--- src/hdl/aos_pkg.sv ---
// Shared types, constants and field helpers for the ADC oversampling sequencer.
// No dependencies; used by aos_regs, adc_oversampling_sequencer_top and the testbench.
package aos_pkg;

    localparam int SLOTS_DEF  = 8;
    localparam int WINDOW_DEF = 2;
    localparam int REG_SLOTS  = 8;
    localparam int MAX_EXTRA  = 6;
    localparam int QUEUE_LAG  = 2;

    localparam int SAMPLE_W   = 10;
    localparam int ACC_W      = 22;
    localparam int LEFT_W     = 13;
    localparam int PERIOD_W   = 8;
    localparam int VALUE_W    = 16;
    localparam int CHAN_W     = 3;
    localparam int RES_W      = 3;
    localparam int MASK_W     = 4;
    localparam int IN_DATA_W  = 16;
    localparam int OUT_DATA_W = 24;
    localparam int OUT_USER_W = 3;
    localparam int REG_ADDR_W = 4;
    localparam int REG_DATA_W = 32;

    typedef enum logic [1:0] {
        REG_ENABLE      = 2'd0,
        REG_CHANNELS    = 2'd1,
        REG_RESOLUTIONS = 2'd2,
        REG_SKIP_MASKS  = 2'd3
    } t_reg_idx;

    typedef struct packed {
        logic [REG_SLOTS-1:0]          enable;
        logic [REG_SLOTS*CHAN_W-1:0]   channels;
        logic [REG_SLOTS*RES_W-1:0]    resolutions;
        logic [REG_SLOTS*MASK_W-1:0]   skip_masks;
    } t_cfg;

    // resolution of a slot, saturated at MAX_EXTRA; slots past the registers read 0
    function automatic logic [RES_W-1:0] f_res(input logic [REG_SLOTS*RES_W-1:0] bits,
                                               input logic [3:0] slot);
        logic [RES_W-1:0] r;
        r = RES_W'(bits >> (5'(slot[2:0]) * 5'd3));
        if (slot[3]) begin
            r = '0;
        end else if (r > RES_W'(MAX_EXTRA)) begin
            r = RES_W'(MAX_EXTRA);
        end
        return r;
    endfunction

    function automatic logic [CHAN_W-1:0] f_chan(input logic [REG_SLOTS*CHAN_W-1:0] bits,
                                                 input logic [3:0] slot);
        logic [CHAN_W-1:0] c;
        c = CHAN_W'(bits >> (5'(slot[2:0]) * 5'd3));
        if (slot[3]) begin
            c = '0;
        end
        return c;
    endfunction

    function automatic logic [MASK_W-1:0] f_mask(input logic [REG_SLOTS*MASK_W-1:0] bits,
                                                 input logic [3:0] slot);
        logic [MASK_W-1:0] m;
        m = MASK_W'(bits >> {slot[2:0], 2'b00});
        if (slot[3]) begin
            m = '0;
        end
        return m;
    endfunction

    // 4^res samples per measurement
    function automatic logic [LEFT_W-1:0] f_left(input logic [RES_W-1:0] res);
        return LEFT_W'(LEFT_W'(1) << (4'(res) * 4'(QUEUE_LAG)));
    endfunction

endpackage

--- src/hdl/aos_regs.sv ---
// APB register file for the ADC oversampling sequencer.
// Also flags slots that must restart their accumulation. Depends on aos_pkg.
module aos_regs
    import aos_pkg::*;
(
    input  logic                  i_clk,
    input  logic                  i_rst_n,
    input  logic                  psel,
    input  logic                  penable,
    input  logic                  pwrite,
    input  logic [REG_ADDR_W-1:0] paddr,
    input  logic [REG_DATA_W-1:0] pwdata,
    output logic [REG_DATA_W-1:0] prdata,
    output logic                  pready,
    output t_cfg                  o_cfg,
    output logic [REG_SLOTS-1:0]  o_restart
);

    t_cfg                 r_cfg;
    t_reg_idx             w_idx;
    logic                 w_wr;
    logic [REG_SLOTS-1:0] w_res_chg;

    assign w_idx  = t_reg_idx'(paddr[3:2]);
    assign w_wr   = psel & penable & pwrite;
    assign pready = 1'b1;
    assign o_cfg  = r_cfg;

    always_comb begin
        for (int s = 0; s < REG_SLOTS; s++) begin
            w_res_chg[s] = f_res(pwdata[REG_SLOTS*RES_W-1:0], 4'(s))
                           != f_res(r_cfg.resolutions, 4'(s));
        end
    end

    always_comb begin
        o_restart = '0;
        if (w_wr) begin
            case (w_idx)
                REG_ENABLE:      o_restart = pwdata[REG_SLOTS-1:0] & ~r_cfg.enable;
                REG_RESOLUTIONS: o_restart = w_res_chg;
                default:         o_restart = '0;
            endcase
        end
    end

    always_comb begin
        case (w_idx)
            REG_ENABLE:      prdata = REG_DATA_W'(r_cfg.enable);
            REG_CHANNELS:    prdata = REG_DATA_W'(r_cfg.channels);
            REG_RESOLUTIONS: prdata = REG_DATA_W'(r_cfg.resolutions);
            REG_SKIP_MASKS:  prdata = REG_DATA_W'(r_cfg.skip_masks);
            default:         prdata = '0;
        endcase
    end

    always_ff @(posedge i_clk) begin
        if (!i_rst_n) begin
            r_cfg <= '0;
        end else if (w_wr) begin
            case (w_idx)
                REG_ENABLE:      r_cfg.enable      <= pwdata[REG_SLOTS-1:0];
                REG_CHANNELS:    r_cfg.channels    <= pwdata[REG_SLOTS*CHAN_W-1:0];
                REG_RESOLUTIONS: r_cfg.resolutions <= pwdata[REG_SLOTS*RES_W-1:0];
                REG_SKIP_MASKS:  r_cfg.skip_masks  <= pwdata[REG_SLOTS*MASK_W-1:0];
                default:         r_cfg <= r_cfg;
            endcase
        end
    end

endmodule

--- src/hdl/adc_oversampling_sequencer_top.sv ---
// ADC oversampling and decimation sequencer, top level.
// Holds the sequencer, the slot accumulator memory and the queue; uses aos_pkg, aos_regs.
//
// Each input beat is one finished conversion; it is credited to the slot queued WINDOW
// beats earlier and one output beat follows with the channel to convert next and any
// finished measurement. An item passes through acceptance, the accumulate step, the slot
// scan and the output load; the scan visits one slot per clock and is skipped when no
// slot is enabled, its length depends on the skip masks, and the result may wait for
// the output register to free. Accumulators live in a single-port synchronous RAM read
// on acceptance and written back once; per-slot fresh flags stand for a cleared entry,
// so no clearing pass is needed after reset. The next beat may be accepted while an
// output beat waits.
module adc_oversampling_sequencer_top
    import aos_pkg::*;
#(
    parameter int SLOTS  = SLOTS_DEF,
    parameter int WINDOW = WINDOW_DEF
) (
    input  logic                  i_clk,
    input  logic                  i_rst_n,
    input  logic                  s_axis_tvalid,
    output logic                  s_axis_tready,
    input  logic [IN_DATA_W-1:0]  s_axis_tdata,   // [9:0] sample
    output logic                  m_axis_tvalid,
    input  logic                  m_axis_tready,
    output logic [OUT_DATA_W-1:0] m_axis_tdata,   // [2:0] next_channel, [5:3] done_slot,
                                                  // [21:6] value, [23:22] zero
    output logic [OUT_USER_W-1:0] m_axis_tuser,   // [0] next_is_ground, [1] sample_used,
                                                  // [2] done_res
    input  logic                  psel,
    input  logic                  penable,
    input  logic                  pwrite,
    input  logic [REG_ADDR_W-1:0] paddr,
    input  logic [REG_DATA_W-1:0] pwdata,
    output logic [REG_DATA_W-1:0] prdata,
    output logic                  pready
);

    localparam int SLOT_W  = (SLOTS > 1) ? $clog2(SLOTS) : 1;
    localparam int ENTRY_W = ACC_W + LEFT_W;

    typedef enum logic [1:0] {
        S_IDLE,
        S_ACC,
        S_SCAN,
        S_FIN
    } t_state;

    t_cfg                 w_cfg;
    logic [REG_SLOTS-1:0] w_restart8;
    logic [SLOTS-1:0]     w_restart;
    logic [SLOTS-1:0]     w_en;

    t_state               r_state;
    logic [SAMPLE_W-1:0]  r_sample;
    logic [PERIOD_W-1:0]  r_period;
    logic [SLOT_W-1:0]    r_pos;
    logic [SLOT_W-1:0]    r_pend_slot  [WINDOW];
    logic                 r_pend_valid [WINDOW];
    logic [SLOTS-1:0]     r_fresh;
    logic [ENTRY_W-1:0]   r_mem [SLOTS];
    logic [ENTRY_W-1:0]   r_rd_data;
    logic                 r_found_valid;
    logic [SLOT_W-1:0]    r_found;
    logic                 r_used;
    logic                 r_done;
    logic [CHAN_W-1:0]    r_done_slot;
    logic [VALUE_W-1:0]   r_value;
    logic                 r_out_valid;
    logic [OUT_DATA_W-1:0] r_out_data;
    logic [OUT_USER_W-1:0] r_out_user;

    logic [SLOT_W-1:0]    w_pslot;
    logic                 w_pend_on;
    logic [RES_W-1:0]     w_res;
    logic [ACC_W-1:0]     w_acc;
    logic [LEFT_W-1:0]    w_left;
    logic [ACC_W-1:0]     w_new_acc;
    logic [LEFT_W-1:0]    w_new_left;
    logic                 w_take;
    logic                 w_fin;
    logic [3:0]           w_res2;
    logic [VALUE_W-1:0]   w_value;
    logic                 w_hit;
    logic                 w_wrap;
    logic                 w_load;
    logic [CHAN_W-1:0]    w_next_chan;

    aos_regs u_regs (
        .i_clk     (i_clk),
        .i_rst_n   (i_rst_n),
        .psel      (psel),
        .penable   (penable),
        .pwrite    (pwrite),
        .paddr     (paddr),
        .pwdata    (pwdata),
        .prdata    (prdata),
        .pready    (pready),
        .o_cfg     (w_cfg),
        .o_restart (w_restart8)
    );

    assign w_restart = SLOTS'(w_restart8);
    assign w_en      = SLOTS'(w_cfg.enable);

    // accumulate step for the slot at the head of the queue
    assign w_pslot    = r_pend_slot[0];
    assign w_pend_on  = r_pend_valid[0] && w_en[w_pslot];
    assign w_res      = f_res(w_cfg.resolutions, 4'(w_pslot));
    assign w_acc      = r_fresh[w_pslot] ? '0 : r_rd_data[ENTRY_W-1:LEFT_W];
    assign w_left     = r_fresh[w_pslot] ? f_left(w_res) : r_rd_data[LEFT_W-1:0];
    assign w_take     = w_pend_on && (w_left != '0);
    assign w_new_acc  = w_acc + ACC_W'(r_sample);
    assign w_new_left = w_left - LEFT_W'(1);
    assign w_fin      = (w_new_left == '0);
    assign w_res2     = {w_res, 1'b0};
    assign w_value    = (w_res <= RES_W'(3)) ? VALUE_W'(w_new_acc << (4'd6 - w_res2))
                                             : VALUE_W'(w_new_acc >> (w_res2 - 4'd6));

    // scan step
    assign w_hit  = w_en[r_pos]
                    && ((f_mask(w_cfg.skip_masks, 4'(r_pos)) & r_period[MASK_W-1:0]) == '0);
    assign w_wrap = (r_pos == SLOT_W'(SLOTS - 1));

    assign w_load      = (r_state == S_FIN) && (!r_out_valid || m_axis_tready);
    assign w_next_chan = r_found_valid ? f_chan(w_cfg.channels, 4'(r_found)) : '0;

    assign s_axis_tready = (r_state == S_IDLE);
    assign m_axis_tvalid = r_out_valid;
    assign m_axis_tdata  = r_out_data;
    assign m_axis_tuser  = r_out_user;

    always_ff @(posedge i_clk) begin
        r_rd_data <= r_mem[w_pslot];
        if (r_state == S_ACC && w_take) begin
            r_mem[w_pslot] <= {w_new_acc, w_new_left};
        end
    end

    always_ff @(posedge i_clk) begin
        if (!i_rst_n) begin
            r_state       <= S_IDLE;
            r_period      <= '0;
            r_pos         <= '0;
            r_fresh       <= '1;
            r_out_valid   <= 1'b0;
            r_found_valid <= 1'b0;
            for (int i = 0; i < WINDOW; i++) begin
                r_pend_slot[i]  <= '0;
                r_pend_valid[i] <= 1'b0;
            end
        end else begin
            if (r_out_valid && m_axis_tready && !w_load) begin
                r_out_valid <= 1'b0;
            end
            case (r_state)
                S_IDLE: begin
                    if (s_axis_tvalid) begin
                        r_sample <= s_axis_tdata[SAMPLE_W-1:0];
                        r_state  <= S_ACC;
                    end
                end
                S_ACC: begin
                    r_used      <= w_take;
                    r_done      <= w_take && w_fin;
                    r_done_slot <= (w_take && w_fin) ? CHAN_W'(4'(w_pslot)) : '0;
                    r_value     <= (w_take && w_fin) ? w_value : '0;
                    r_found_valid <= 1'b0;
                    r_state       <= (|w_en) ? S_SCAN : S_FIN;
                end
                S_SCAN: begin
                    if (w_wrap) begin
                        r_pos    <= '0;
                        r_period <= r_period + PERIOD_W'(1);
                    end else begin
                        r_pos <= r_pos + SLOT_W'(1);
                    end
                    if (w_hit) begin
                        r_found       <= r_pos;
                        r_found_valid <= 1'b1;
                        r_state       <= S_FIN;
                    end
                end
                S_FIN: begin
                    if (w_load) begin
                        r_out_valid <= 1'b1;
                        r_out_data  <= {2'b00, r_value, r_done_slot, w_next_chan};
                        r_out_user  <= {r_done, r_used, !r_found_valid};
                        for (int i = 0; i < WINDOW - 1; i++) begin
                            r_pend_slot[i]  <= r_pend_slot[i+1];
                            r_pend_valid[i] <= r_pend_valid[i+1];
                        end
                        r_pend_slot[WINDOW-1]  <= r_found_valid ? r_found : '0;
                        r_pend_valid[WINDOW-1] <= r_found_valid;
                        r_state <= S_IDLE;
                    end
                end
                default: r_state <= S_IDLE;
            endcase
            r_fresh <= ((r_state == S_ACC && w_take)
                        ? ((r_fresh & ~(SLOTS'(1) << w_pslot))
                           | (SLOTS'(w_fin) << w_pslot))
                        : r_fresh) | w_restart;
        end
    end

endmodule

--- config.mk ---
export PLATFORM = sky130hd
export DESIGN_NAME = adc_oversampling_sequencer_top
export DESIGN_NICKNAME = d
export VERILOG_FILES = /design/src/hdl/aos_pkg.sv /design/src/hdl/aos_regs.sv /design/src/hdl/adc_oversampling_sequencer_top.sv
export SDC_FILE = /design/constraint.sdc
export NUM_CORES = 1
export LEC_CHECK = 0
export BUFFER_PORTS_ARGS = -buffer_cell sky130_fd_sc_hd__buf_4
export CAP_MARGIN = 0
export CORE_MARGIN = 5
export CORE_UTILIZATION = 55
export DETAILED_ROUTE_END_ITERATION = 10
export GPL_ROUTABILITY_DRIVEN = 1
export PLACE_DENSITY_LB_ADDON = 0.08
export SYNTH_ARGS = -nofsm -noshare
export SYNTH_HDL_FRONTEND = slang
export SYNTH_SLANG_ARGS = --single-unit
--- constraint.sdc ---
create_clock -name i_clk -period 5.88 [get_ports i_clk]
set_input_delay 0.882 -clock i_clk [delete_from_list [all_inputs] [get_ports i_clk]]
set_output_delay 0.882 -clock i_clk [all_outputs]
set_load 0.01 [all_outputs]
* Yosys cells after proc, flatten, opt, wreduce, memory -nomap -nowiden
Memories as Yosys holds them, arrays and structs flattened. A register that Yosys moved wholly into a read port is not among the register bits. Cells that the tools add are included.
Word-level totals: flip-flop bits (word level) 170, memory bits (writable) 288, output and inout bits 62, word-level logic and storage cells 172, memories kept 3
Operators by class: add/subtract/negate cells 6, $mul 2, order comparisons 20, equality and inequality tests 18, shift-type cells 8, mux-type cells 53, bitwise operators 13, reduce and logical (&&, ||, !) cells 30
Memory list:
- r_mem | depth 8, bits a word 35, rd ports 1, clocked after Yosys merged registers in 1, write ports 1, RTL line adc_oversampling_sequencer_top.sv:61 | logic [ENTRY_W-1:0] r_mem [SLOTS];
- r_pend_slot | depth 2, bits a word 3, rd ports 2, clocked after Yosys merged registers in 0, write ports 2, RTL line adc_oversampling_sequencer_top.sv:58 | logic [SLOT_W-1:0] r_pend_slot [WINDOW];
- r_pend_valid | depth 2, bits a word 1, rd ports 2, clocked after Yosys merged registers in 0, write ports 2, RTL line adc_oversampling_sequencer_top.sv:59 | logic r_pend_valid [WINDOW];
Operator list (number):
- case mux 32 bit (4 select lines) | 1
- 2-to-1 mux 3 bit | 21
- greater-than comparator 3 bit, second input constant | 17
- >> shifter 24 x 5 -> 3 bit | 2
- >> shifter 32 x 5 -> 4 bit | 1
- inequality test 3 bit | 8
- adder 22 x 10 -> 22 bit | 1
- 2-to-1 mux 22 bit | 1
- left shift 22 x 4 -> 16 bit | 1
- >> shifter 22 x 4 -> 16 bit | 1
- 2-to-1 mux 1 bit | 17
- bitwise AND 8 bit | 2
- 2-to-1 mux 16 bit | 1
- 2-to-1 mux 8 bit | 2
- NOT 8 bit | 2
- bitwise OR 8 bit | 2
- case mux 8 bit (2 select lines) | 1
- AND reduction 2 bit | 7
- logical NOT 13 bit | 1
- 2-to-1 mux 13 bit | 1
- nonzero test 13 bit | 1
- left shift 1 x 4 -> 13 bit, first input constant | 1
- subtractor 13 x 1 -> 13 bit, second input constant | 1
- AND reduction 3 bit | 4
- other kinds (27) | 53

* Logic depth before layout (Yosys ltp)
Gate-level depths: netlist of run 1. An unclocked memory read counts as a cell.
word-level depth 13, mapped depth 21, depth with buffers taken out 16

* Modules after synthesis
From an unflattened synthesis of run 1, not the netlist that was laid out.
Unflattened totals: cell total of the unflattened synthesis 1805, area total of the unflattened synthesis 22526.6 um2
By module, submodules not included:
- adc_oversampling_sequencer_top | times used 1, cells each 1247, area each 18004.8 um2, sequential area each 11501.0 um2
- aos_regs | times used 1, cells each 558, area each 4521.8 um2, sequential area each 1761.7 um2

* Least setup slack after synthesis of run 1
No wires, ideal clock.
kind register to register, from memory r_pend_slot[0][1] (netlist name), to memory r_mem[5][0] (netlist name), enable pin, library setup time 429 ps, arrival 5317 ps, required time 5451 ps, path slack 134 ps, cell stages (with the launch flop) 17, path through edfxtp_1 -> buf_4 -> mux4_2 -> mux2_2 -> inv_1 -> clkbuf_1 -> ha_1 -> nand2_1 -> o21a_1 -> ha_1 -> buf_4 -> nand2b_1 -> a21oi_1 -> a31oi_1 -> o311a_1 -> nand3_1 -> nor2_1
RTL lines (RTL line):
- start: declaration | adc_oversampling_sequencer_top.sv:58
- end: declaration | adc_oversampling_sequencer_top.sv:61

==> results of run 1 <==
## worst paths after layout
kind / endpoint / slack, ns
worst max-delay path: r_value[10] / 0.71
worst min-delay path: m_axis_tdata[7] / 0.42
worst max register to register: r_value[10] / 0.71
worst min register to register: m_axis_tdata[7] / 0.42
## cell families (layout without fill, tap and decap cells)
kind of cell    count (synthesis)  in the layout
simple gates                  564            564
flops                         489            489
compound gates                338            338
buf+inv                       143            297
mux                           140            140
xor+xnor                       37             37
fa+ha+maj                      26             26
other cells                     2              3
## state kept, by name (all words and copies together), names as in the netlist
| name | flops |
|---|---|
| r_mem | 280 |
| r_pend_slot | 6 |
| m_axis_tvalid | 1 |
| r_found_valid | 1 |
| r_pend_valid | 2 |
| r_sample | 10 |
| r_done | 1 |
| r_fresh | 8 |
| r_done_slot | 3 |
| r_state | 2 |
| r_pos | 3 |
| m_axis_tdata | 22 |
| r_rd_data | 35 |
| m_axis_tuser | 3 |
| r_found | 3 |
| r_used | 1 |
| r_value | 16 |
| r_period | 4 |
| u_regs.o_cfg | 88 |
## power by group
part	switching, W	internal (W)
logic	0.000469	0.000301
clock network	0.00134	0.00187
registers	0.0000762	0.00379
total	0.00188	0.00596
## layout make-up
cell class	instances	share of cell area
flip-flops and latches	489	0.5245
multi-input cells	1108	0.3238
repair buffers	172	0.05502
clock buffers	55	0.05146
well taps	525	0.02598
clock inverters	38	0.01445
inverters	32	0.004750
## cell usage in the layout, fill, tap and decap left out, types with 13 or more instances in the layout
cell | synthesis | final
nor2_1 | 68 | 58
dfxtp_1 | 142 | 142
a22o_1 | 19 | 19
buf_4 | 6 | 164
mux2i_1 | 15 | 14
nor3_1 | 26 | 26
and2_1 | 21 | 21
mux4_2 | 105 | 105
a211o_1 | 15 | 15
a21oi_1 | 147 | 147
nand3_1 | 30 | 30
inv_1 | 31 | 30
nand2_1 | 324 | 324
a31oi_1 | 23 | 23
xor2_1 | 24 | 24
clkbuf_16 | 0 | 51
edfxtp_1 | 347 | 347
nor4_1 | 20 | 20
xnor2_1 | 13 | 13
ha_1 | 25 | 25
mux2_2 | 20 | 20
and3_1 | 18 | 18
o21ai_0 | 44 | 44
## per-layer routing
metal / track usage / routed length (um)
met1: 0.3771 / 24750
met2: 0.3906 / 26120
met3: 0.04873 / 4344
met4: 0.04883 / 812
met5: 0 / 0
## per-stage QoR
stage	power [W]	worst slack, ns	instances
2_1_floorplan	0.004426	0.1339	1740
3_3_place_gp	0.004700	0.8362	2326
3_5_place_dp	0.004709	0.8117	2326
4_1_cts	0.007905	0.7592	2419
5_1_grt	0.008133	0.4259	2419
6_report	0.007848	0.7098	2419
==> impl_metrics.json, run 1 <==
{
  "drv_cap": 0,
  "slew_violations": 0,
  "numPortBuffers": 109,
  "n_antenna_cell": 0,
  "via_per_inst": 6.165,
  "power.leakage_nw": 8.698,
  "rsz0062_at_grt": "false",
  "synth_edf_count": 347,
  "nNetsFinal": 1938,
  "synth_ff_type": "edfxtp_1",
  "dpl.hpwl_um": 35670,
  "setup_viol": 0,
  "synthSimpleGateAreaFrac": 0.1156,
  "critPathArrivalTime_ns": 5.54,
  "async_flop_share": 0,
  "crit_path_start": "r_pend_slot[0][1]",
  "startpoint_type": "register",
  "critical_path.top_delay_family": "simple AND/OR/NAND/NOR gates",
  "slew_headroom": 0.2060,
  "die_h_um": 209.8,
  "synth_cells": 1739,
  "crit_fanout": 46,
  "synth_xor_area_frac": 0.01476,
  "drive_gt1_frac": 0.2122,
  "design_area_um2": 25290,
  "grt_pass1_wl_um": 85740,
  "dpl_cell_area_um2": 23620,
  "nFillCells": 3019,
  "design.core.area_um2": 39640,
  "holdWs_ns": 0.4184,
  "hold_depth": 0,
  "syn_to_final_growth_pct": 15.19,
  "hp-start": "r_value[1]",
  "synth_top_cell_area_share": 0.4747,
  "syn_area_um2": 21950,
  "num_rows": 73,
  "timing.rr.start": "r_pend_slot[0][1]",
  "path_buf_inv": 2,
  "drc": 0,
  "cp_slowest_cell": "edfxtp_1",
  "synthMuxAreaShare": 0.1248,
  "ctsRootBufferMaster": "clkbuf_16",
  "postRouteWirelength_um": 56020,
  "first_global_vias": 14310,
  "yosys_register_bits": 489,
  "yosysTopAreaCell": "edfxtp_1",
  "synth_cell_type_count": 75,
  "syn-mean-instance-area_um2": 12.62,
  "tightest_slew_ns": 1.187,
  "cp.depth": 14,
  "synth.most_common_cell": "edfxtp_1",
  "place.gp.congestion": 0.8836,
  "end_kind": "register",
  "drtIter0Drc": 1480,
  "fin_util": 0.6379,
  "status": "complete, no violations",
  "cts_resized": 0,
  "ant_nets": 0,
  "synth_top_family_by_area": "multiplexers",
  "vdd_drop_max_uv": 288.2,
  "critPathMaxStageDelay_ns": 0.68,
  "synth_fa_ha_area_frac": 0.01516,
  "clk-insertion-delay-late_ns": 0.60,
  "postCtsSetupBuffers": 0,
  "cts_htree_levels": 2,
  "yosys_warnings": 0,
  "die_w_um": 209.8,
  "synth-compound-area-share": 0.09838,
  "synthTopCellsByArea": "edfxtp_1 47%, dfxtp_1 13%, mux4_2 11%",
  "hold_violations": 0,
  "crit_chain": "mux4_2 > mux2_2 > a21oi_4 > buf_4 > ha_1 > ha_1 > nand2b_1 > a21oi_1 > a221o_1 > or4_4 > nor4_4 > nand2_2 > buf_4 > a311oi_1",
  "wl_per_cell_um": 23.16,
  "ys_seq_area_frac": 0.6042,
  "dieArea_um2": 44010,
  "power.density_nw_per_um2": 310.4,
  "finalCritPeriodShare": 0.8793,
  "grt_use_total": 0.2514,
  "fin_setup_tns_ns": 0,
  "multi_input_area_um2": 8188,
  "regArea_um2": 13260,
  "yosys-top-cells-count": "347 x edfxtp_1, 324 x nand2_1, 147 x a21oi_1",
  "grt_max_degree": 97,
  "vias": 14910,
  "worstSetupPathType": "register to register",
  "io-pin-count": 121,
  "clkSinkCount": 489,
  "fmax_mhz": 193.4,
  "start_util": 0.5538,
  "grt_antenna_before_repair": 0,
  "clock_skew_ns": 0.01978,
  "hp-class": "register to register",
  "fin_crit_ns": 5.170,
  "firstDrtPassIters": 5,
  "clockBufferDepth": 3,
  "cts_inserted_buffers": 50,
  "critPathRequiredTime_ns": 6.25,
  "clkTransAtPathRegs_ns": 0.06,
  "overflow": 0,
  "cts_hold_buffers": 0,
  "cts_tree": "yes",
  "rr_worst_depth": 14
}
Power figures use the tool's default switching activity.
==> run 2, diff against run 1 <==
--- a/config.mk
+++ b/config.mk
@@ -8,7 +8,7 @@
 export BUFFER_PORTS_ARGS = -buffer_cell sky130_fd_sc_hd__buf_4
 export CAP_MARGIN = 0
 export CORE_MARGIN = 5
-export CORE_UTILIZATION = 55
+export CORE_UTILIZATION = 60
 export DETAILED_ROUTE_END_ITERATION = 10
 export GPL_ROUTABILITY_DRIVEN = 1
 export PLACE_DENSITY_LB_ADDON = 0.08
==> constraint.sdc (replaced) <==
create_clock -name i_clk -period 6.2 [get_ports i_clk]
set_input_delay 0.93 -clock i_clk [delete_from_list [all_inputs] [get_ports i_clk]]
set_output_delay 0.93 -clock i_clk [all_outputs]
set_load 0.01 [all_outputs]
==> impl_metrics.json, run 2 (same netlist as run 1, synthesis figures left out) <==
{
  "status": "complete, no violations",
  "ant_nets": 0,
  "clk-insertion-delay-late_ns": 0.58,
  "clkTransAtPathRegs_ns": 0.06,
  "firstDrtPassIters": 5,
  "slew_violations": 0,
  "clockBufferDepth": 3,
  "crit_fanout": 25,
  "nFillCells": 2581,
  "power.density_nw_per_um2": 291.9,
  "first_global_vias": 14600,
  "clock_skew_ns": 0.01695,
  "cts_hold_buffers": 0,
  "overflow": 0,
  "fmax_mhz": 186.3,
  "dieArea_um2": 40510,
  "syn_to_final_growth_pct": 13.62,
  "grt_use_met1": 0.3908,
  "grt_use_total": 0.2699,
  "die_h_um": 201.3,
  "worstSetupPathType": "register to register",
  "setup_viol": 0,
  "cts_inserted_buffers": 49,
  "vias": 14830,
  "critPathRequiredTime_ns": 6.49,
  "layout.cells.non_filler": 2348,
  "cp_slowest_cell": "edfxtp_1",
  "dpl_worst_slack_ns": 0.8779,
  "path_buf_inv": 1,
  "cts_tree": "yes",
  "regArea_um2": 13260,
  "dpl.hpwl_um": 35530,
  "hold_violations": 0,
  "wl_per_cell_um": 23.51,
  "grt_max_degree": 102,
  "fin_util": 0.6862,
  "start_util": 0.6039,
  "met2_usage": 0.4232,
  "ctsRootBufferMaster": "clkbuf_16",
  "design.core.area_um2": 36350,
  "drive_gt1_frac": 0.2032,
  "grt.busiest_layer": "met2",
  "drc": 0,
  "io-pin-count": 121,
  "design_area_um2": 24940,
  "cts_resized": 0,
  "final_cell_mix": "347 x edfxtp_1, 324 x nand2_1, 158 x buf_4, 147 x a21oi_1, 142 x dfxtp_1",
  "vdd_drop_max_uv": 247.3,
  "layout_commonest_cell": "edfxtp_1",
  "numPortBuffers": 109,
  "rsz0062_at_grt": "false",
  "postRouteWirelength_um": 55200,
  "setup_ws_ns": 0.8312,
  "multi_input_area_um2": 8188,
  "clkSinkCount": 489,
  "n_antenna_cell": 0,
  "dpl_cell_area_um2": 23360,
  "fin_setup_tns_ns": 0,
  "met3_usage": 0.05351,
  "tightest_slew_ns": 1.132,
  "fin_crit_ns": 5.369,
  "startpoint_type": "register",
  "largest_reg_flops": 280,
  "die_w_um": 201.3,
  "finalCritPeriodShare": 0.8659,
  "postCtsSetupBuffers": 0,
  "grt_antenna_before_repair": 1,
  "critical_path.top_delay_family": "compound AO/OA/AOI/OAI gates",
  "critPathArrivalTime_ns": 5.66,
  "post-place-cells": 2256,
  "drtIter0Drc": 1524,
  "critPathMaxStageDelay_ns": 0.69,
  "end_kind": "register",
  "slew_headroom": 0.2455,
  "power.leakage_nw": 8.578,
  "place.gp.congestion": 0.9222,
  "rrSetupSlack_ns": 0.83,
  "drv_cap": 0,
  "crit_chain": "buf_4 > mux4_2 > mux2i_4 > and2_1 > ha_1 > a211o_1 > a21boi_0 > o211a_1 > nor4_1 > o41a_1 > or4_1 > nand3_1 > a21oi_1",
  "via_per_inst": 6.317,
  "cts_htree_levels": 2,
  "nNetsFinal": 1924,
  "num_rows": 70,
  "hp-class": "register to register",
  "grt_pass1_wl_um": 85240,
  "largest-register": "r_mem"
}
run 2: cell count changes in the layout (fill, tap and decap cells not counted), sizes merged:
cell and change:
inv -2, buf -13, clkbuf +18, clkinv -11, clkinvlp -2, bufinv -4
run 2: path summary, 6_finish.rpt:
path / end / cells past startpoint / from
max: r_value[2] / 13 / r_pend_slot[0][1]
min: m_axis_tuser[2] / 0 / r_done
max reg2reg: r_value[2] / 13 / r_pend_slot[0][1]
min reg2reg: m_axis_tuser[2] / 0 / r_done
run 2: power by group:
part	leakage (nW)	switching (W)	internal (W)
clock	0.776	0.00121	0.00168
sequential	4.19	0.0000723	0.00360
combinational	3.61	0.000442	0.000281
run 2: layer usage:
| layer | routed length (um) | part of all wire |
|---|---|---|
| met1 | 23330 | 0.42 |
| met2 | 25830 | 0.47 |
| met3 | 4618 | 0.084 |
| met4 | 1414 | 0.026 |
| met5 | 9 | 0.00016 |
run 2: final cells by class:
cell class              count  share of cell area
well taps                 468             0.02348
inverters                  32            0.004816
clock inverters            19            0.006020
repair buffers            159             0.04836
clock buffers              73             0.05729
flip-flops and latches    489              0.5318
multi-input cells        1108              0.3283
run 2: through the flow:
stage          hold slack, ns  power, W
6_report               0.4199  0.007280
3_3_place_gp           0.4055  0.004440
4_1_cts                0.4205  0.007321
2_1_floorplan          0.4003  0.004198
3_5_place_dp           0.4062  0.004458
5_1_grt                0.4360  0.007535
==> run 3, diff against run 2 <==
--- a/config.mk
+++ b/config.mk
@@ -14,4 +14,5 @@
 export PLACE_DENSITY_LB_ADDON = 0.08
 export SYNTH_ARGS = -nofsm -noshare
 export SYNTH_HDL_FRONTEND = slang
+export SYNTH_HIERARCHICAL = 1
 export SYNTH_SLANG_ARGS = --single-unit
==> impl_metrics.json, run 3 <==
{
  "status": "complete, no violations",
  "hold_violations": 0,
  "synthTopCellsByArea": "edfxtp_1 46%, dfxtp_1 13%, mux4_2 10%",
  "synth_top_cell_area_share": 0.4626,
  "drv_cap": 0,
  "num_rows": 71,
  "tightest_slew_ns": 1.265,
  "syn_area_um2": 22530,
  "drc": 0,
  "grt_use_total": 0.2704,
  "grt_pass1_wl_um": 86390,
  "layout_commonest_cell": "nand2_1",
  "final_cell_mix": "357 x nand2_1, 347 x edfxtp_1, 149 x buf_4, 142 x dfxtp_1, 104 x mux4_2",
  "rsz0062_at_grt": "false",
  "syn_to_final_growth_pct": 13.42,
  "timing.rr.start": "r_pend_slot[0][2]",
  "clkTransAtPathRegs_ns": 0.06,
  "postRouteWirelength_um": 56640,
  "synth_cells": 1805,
  "hp-class": "register to register",
  "vdd_drop_max_uv": 214.7,
  "yosys_register_bits": 489,
  "cts_hold_buffers": 0,
  "drive_gt1_frac": 0.1930,
  "worstSetupPathType": "register to register",
  "fin_util": 0.6832,
  "power.density_nw_per_um2": 293.6,
  "largest-register": "r_mem",
  "synth.most_common_cell": "nand2_1",
  "critPathRequiredTime_ns": 6.65,
  "clockBufferDepth": 3,
  "critPathArrivalTime_ns": 5.80,
  "dpl.hpwl_um": 36460,
  "first_global_vias": 14540,
  "yosys-top-cells-count": "357 x nand2_1, 347 x edfxtp_1, 142 x dfxtp_1",
  "largest_reg_flops": 280,
  "finalCritPeriodShare": 0.8624,
  "cts_inserted_buffers": 50,
  "io-pin-count": 121,
  "ys_seq_area_frac": 0.5888,
  "design.core.area_um2": 37400,
  "die_h_um": 203.8,
  "clk-insertion-delay-late_ns": 0.59,
  "firstDrtPassIters": 5,
  "fin_crit_ns": 5.347,
  "grt_antenna_before_repair": 1,
  "syn-mean-instance-area_um2": 12.48,
  "cts_htree_levels": 2,
  "power.leakage_nw": 8.619,
  "place.gp.congestion": 0.9361,
  "synth_edf_count": 347,
  "path_buf_inv": 1,
  "yosysTopAreaCell": "edfxtp_1",
  "dpl_cell_area_um2": 23890,
  "crit_fanout": 46,
  "overflow": 0,
  "critPathMaxStageDelay_ns": 0.66,
  "cts_resized": 0,
  "postCtsSetupBuffers": 0,
  "start_util": 0.6023,
  "crit_chain": "buf_12 > mux4_2 > mux2i_4 > and2_1 > ha_1 > a2111oi_0 > o21a_1 > o21a_1 > o21ai_0 > a21o_1 > a22o_1 > o31ai_1 > and2_1",
  "nNetsFinal": 1981,
  "clock_skew_ns": 0.02073,
  "hp-start": "r_done_slot[0]",
  "clkSinkCount": 489,
  "fmax_mhz": 187.0,
  "ant_nets": 0,
  "cp_slowest_cell": "o31ai_1",
  "wl_per_cell_um": 23.13,
  "slew_violations": 0,
  "synth_cell_type_count": 87,
  "die_w_um": 203.8,
  "synth_ff_type": "edfxtp_1",
  "ctsRootBufferMaster": "clkbuf_16",
  "setup_viol": 0,
  "async_flop_share": 0,
  "startpoint_type": "register",
  "crit_path_start": "r_pend_slot[0][2]",
  "dieArea_um2": 41520,
  "via_per_inst": 6.172,
  "nFillCells": 2690,
  "grt_max_degree": 113,
  "cts_tree": "yes",
  "drtIter0Drc": 1388,
  "slew_headroom": 0.1564,
  "critical_path.top_delay_family": "compound AO/OA/AOI/OAI gates",
  "yosys_warnings": 6,
  "n_antenna_cell": 0,
  "design_area_um2": 25550,
  "numPortBuffers": 109,
  "vias": 15120,
  "end_kind": "register"
}
## run 3: cell types whose count changed after synthesis, moves of 12 or more
| cell | change |
|---|---|
| a211o_1 | -14 |
| a21boi_0 | +36 |
| a21boi_1 | +46 |
| a21oi_1 | -102 |
| a22o_1 | -17 |
| clkbuf_1 | -19 |
| mux2_2 | -17 |
| mux2i_1 | +12 |
| nand2_1 | +33 |
| nand4_1 | +17 |
| nor2_1 | +13 |
| o21ai_0 | +24 |
| xnor2_1 | +13 |
| xor2_1 | -13 |
## run 3: worst paths after layout
path | to | slack (ns) | cells past startpoint
max | r_value[15] | 0.85 | 13
max reg2reg | r_value[15] | 0.85 | 13
min | m_axis_tdata[3] | 0.42 | 0
min reg2reg | m_axis_tdata[3] | 0.42 | 0
## run 3: cell type report
cell class                      instances  area, um^2  share of cell area
Tap cell                              511       639.4             0.02502
Clock buffer                           63        1351             0.05289
Sequential cell                       489       13260              0.5191
Clock inverter                         31       311.5             0.01219
Timing Repair Buffer                  152        1179             0.04613
Inverter                               29       108.9            0.004260
Multi-Input combinational cell       1174        8698              0.3404
## run 3: cell families after synthesis
| family | Yosys count | share of synthesized area |
|---|---|---|
| AOI/OAI and AO/OA | 325 | 0.1004 |
| xor gates and xnor gates | 37 | 0.01439 |
| adders and majority gates | 26 | 0.01477 |
| buffers and inverters | 143 | 0.03033 |
| DFF | 489 | 0.5888 |
| muxes | 136 | 0.1187 |
| other | 2 | 0.0003334 |
| and+or+nand+nor | 647 | 0.1324 |
## run 3: per-layer routing
| layer | vias up | track usage | wire, um |
|---|---|---|---|
| met5 | - | 0 | 13 |
| met4 | 2 | 0.06167 | 952 |
| met3 | 71 | 0.07044 | 5120 |
| met2 | 608 | 0.4120 | 26240 |
| met1 | 7509 | 0.3980 | 24320 |
| li1 | 6926 | - | - |
## run 3: where the power goes
part,leakage [nW],internal [W],switching (W),total [W]
Sequential,4.14,0.00361,0.0000808,0.00369
Combinational,3.68,0.000302,0.000482,0.000784
Clock,0.803,0.00176,0.00126,0.00302
## run 3: per-stage QoR
stage / hold slack [ns] / std cells / power, W / setup TNS (ns) / setup WS [ns]
global placement: 0.4065 / 2355 / 0.004528 / 0 / 1.033
floorplan: 0.4003 / 1806 / 0.004272 / -52.01 / -0.3905
finish: 0.4192 / 2449 / 0.007502 / 0 / 0.8530
detailed placement: 0.4045 / 2355 / 0.004543 / 0 / 0.9944
global route: 0.4262 / 2449 / 0.007774 / 0 / 0.5912
CTS: 0.4170 / 2449 / 0.007551 / 0 / 0.9573
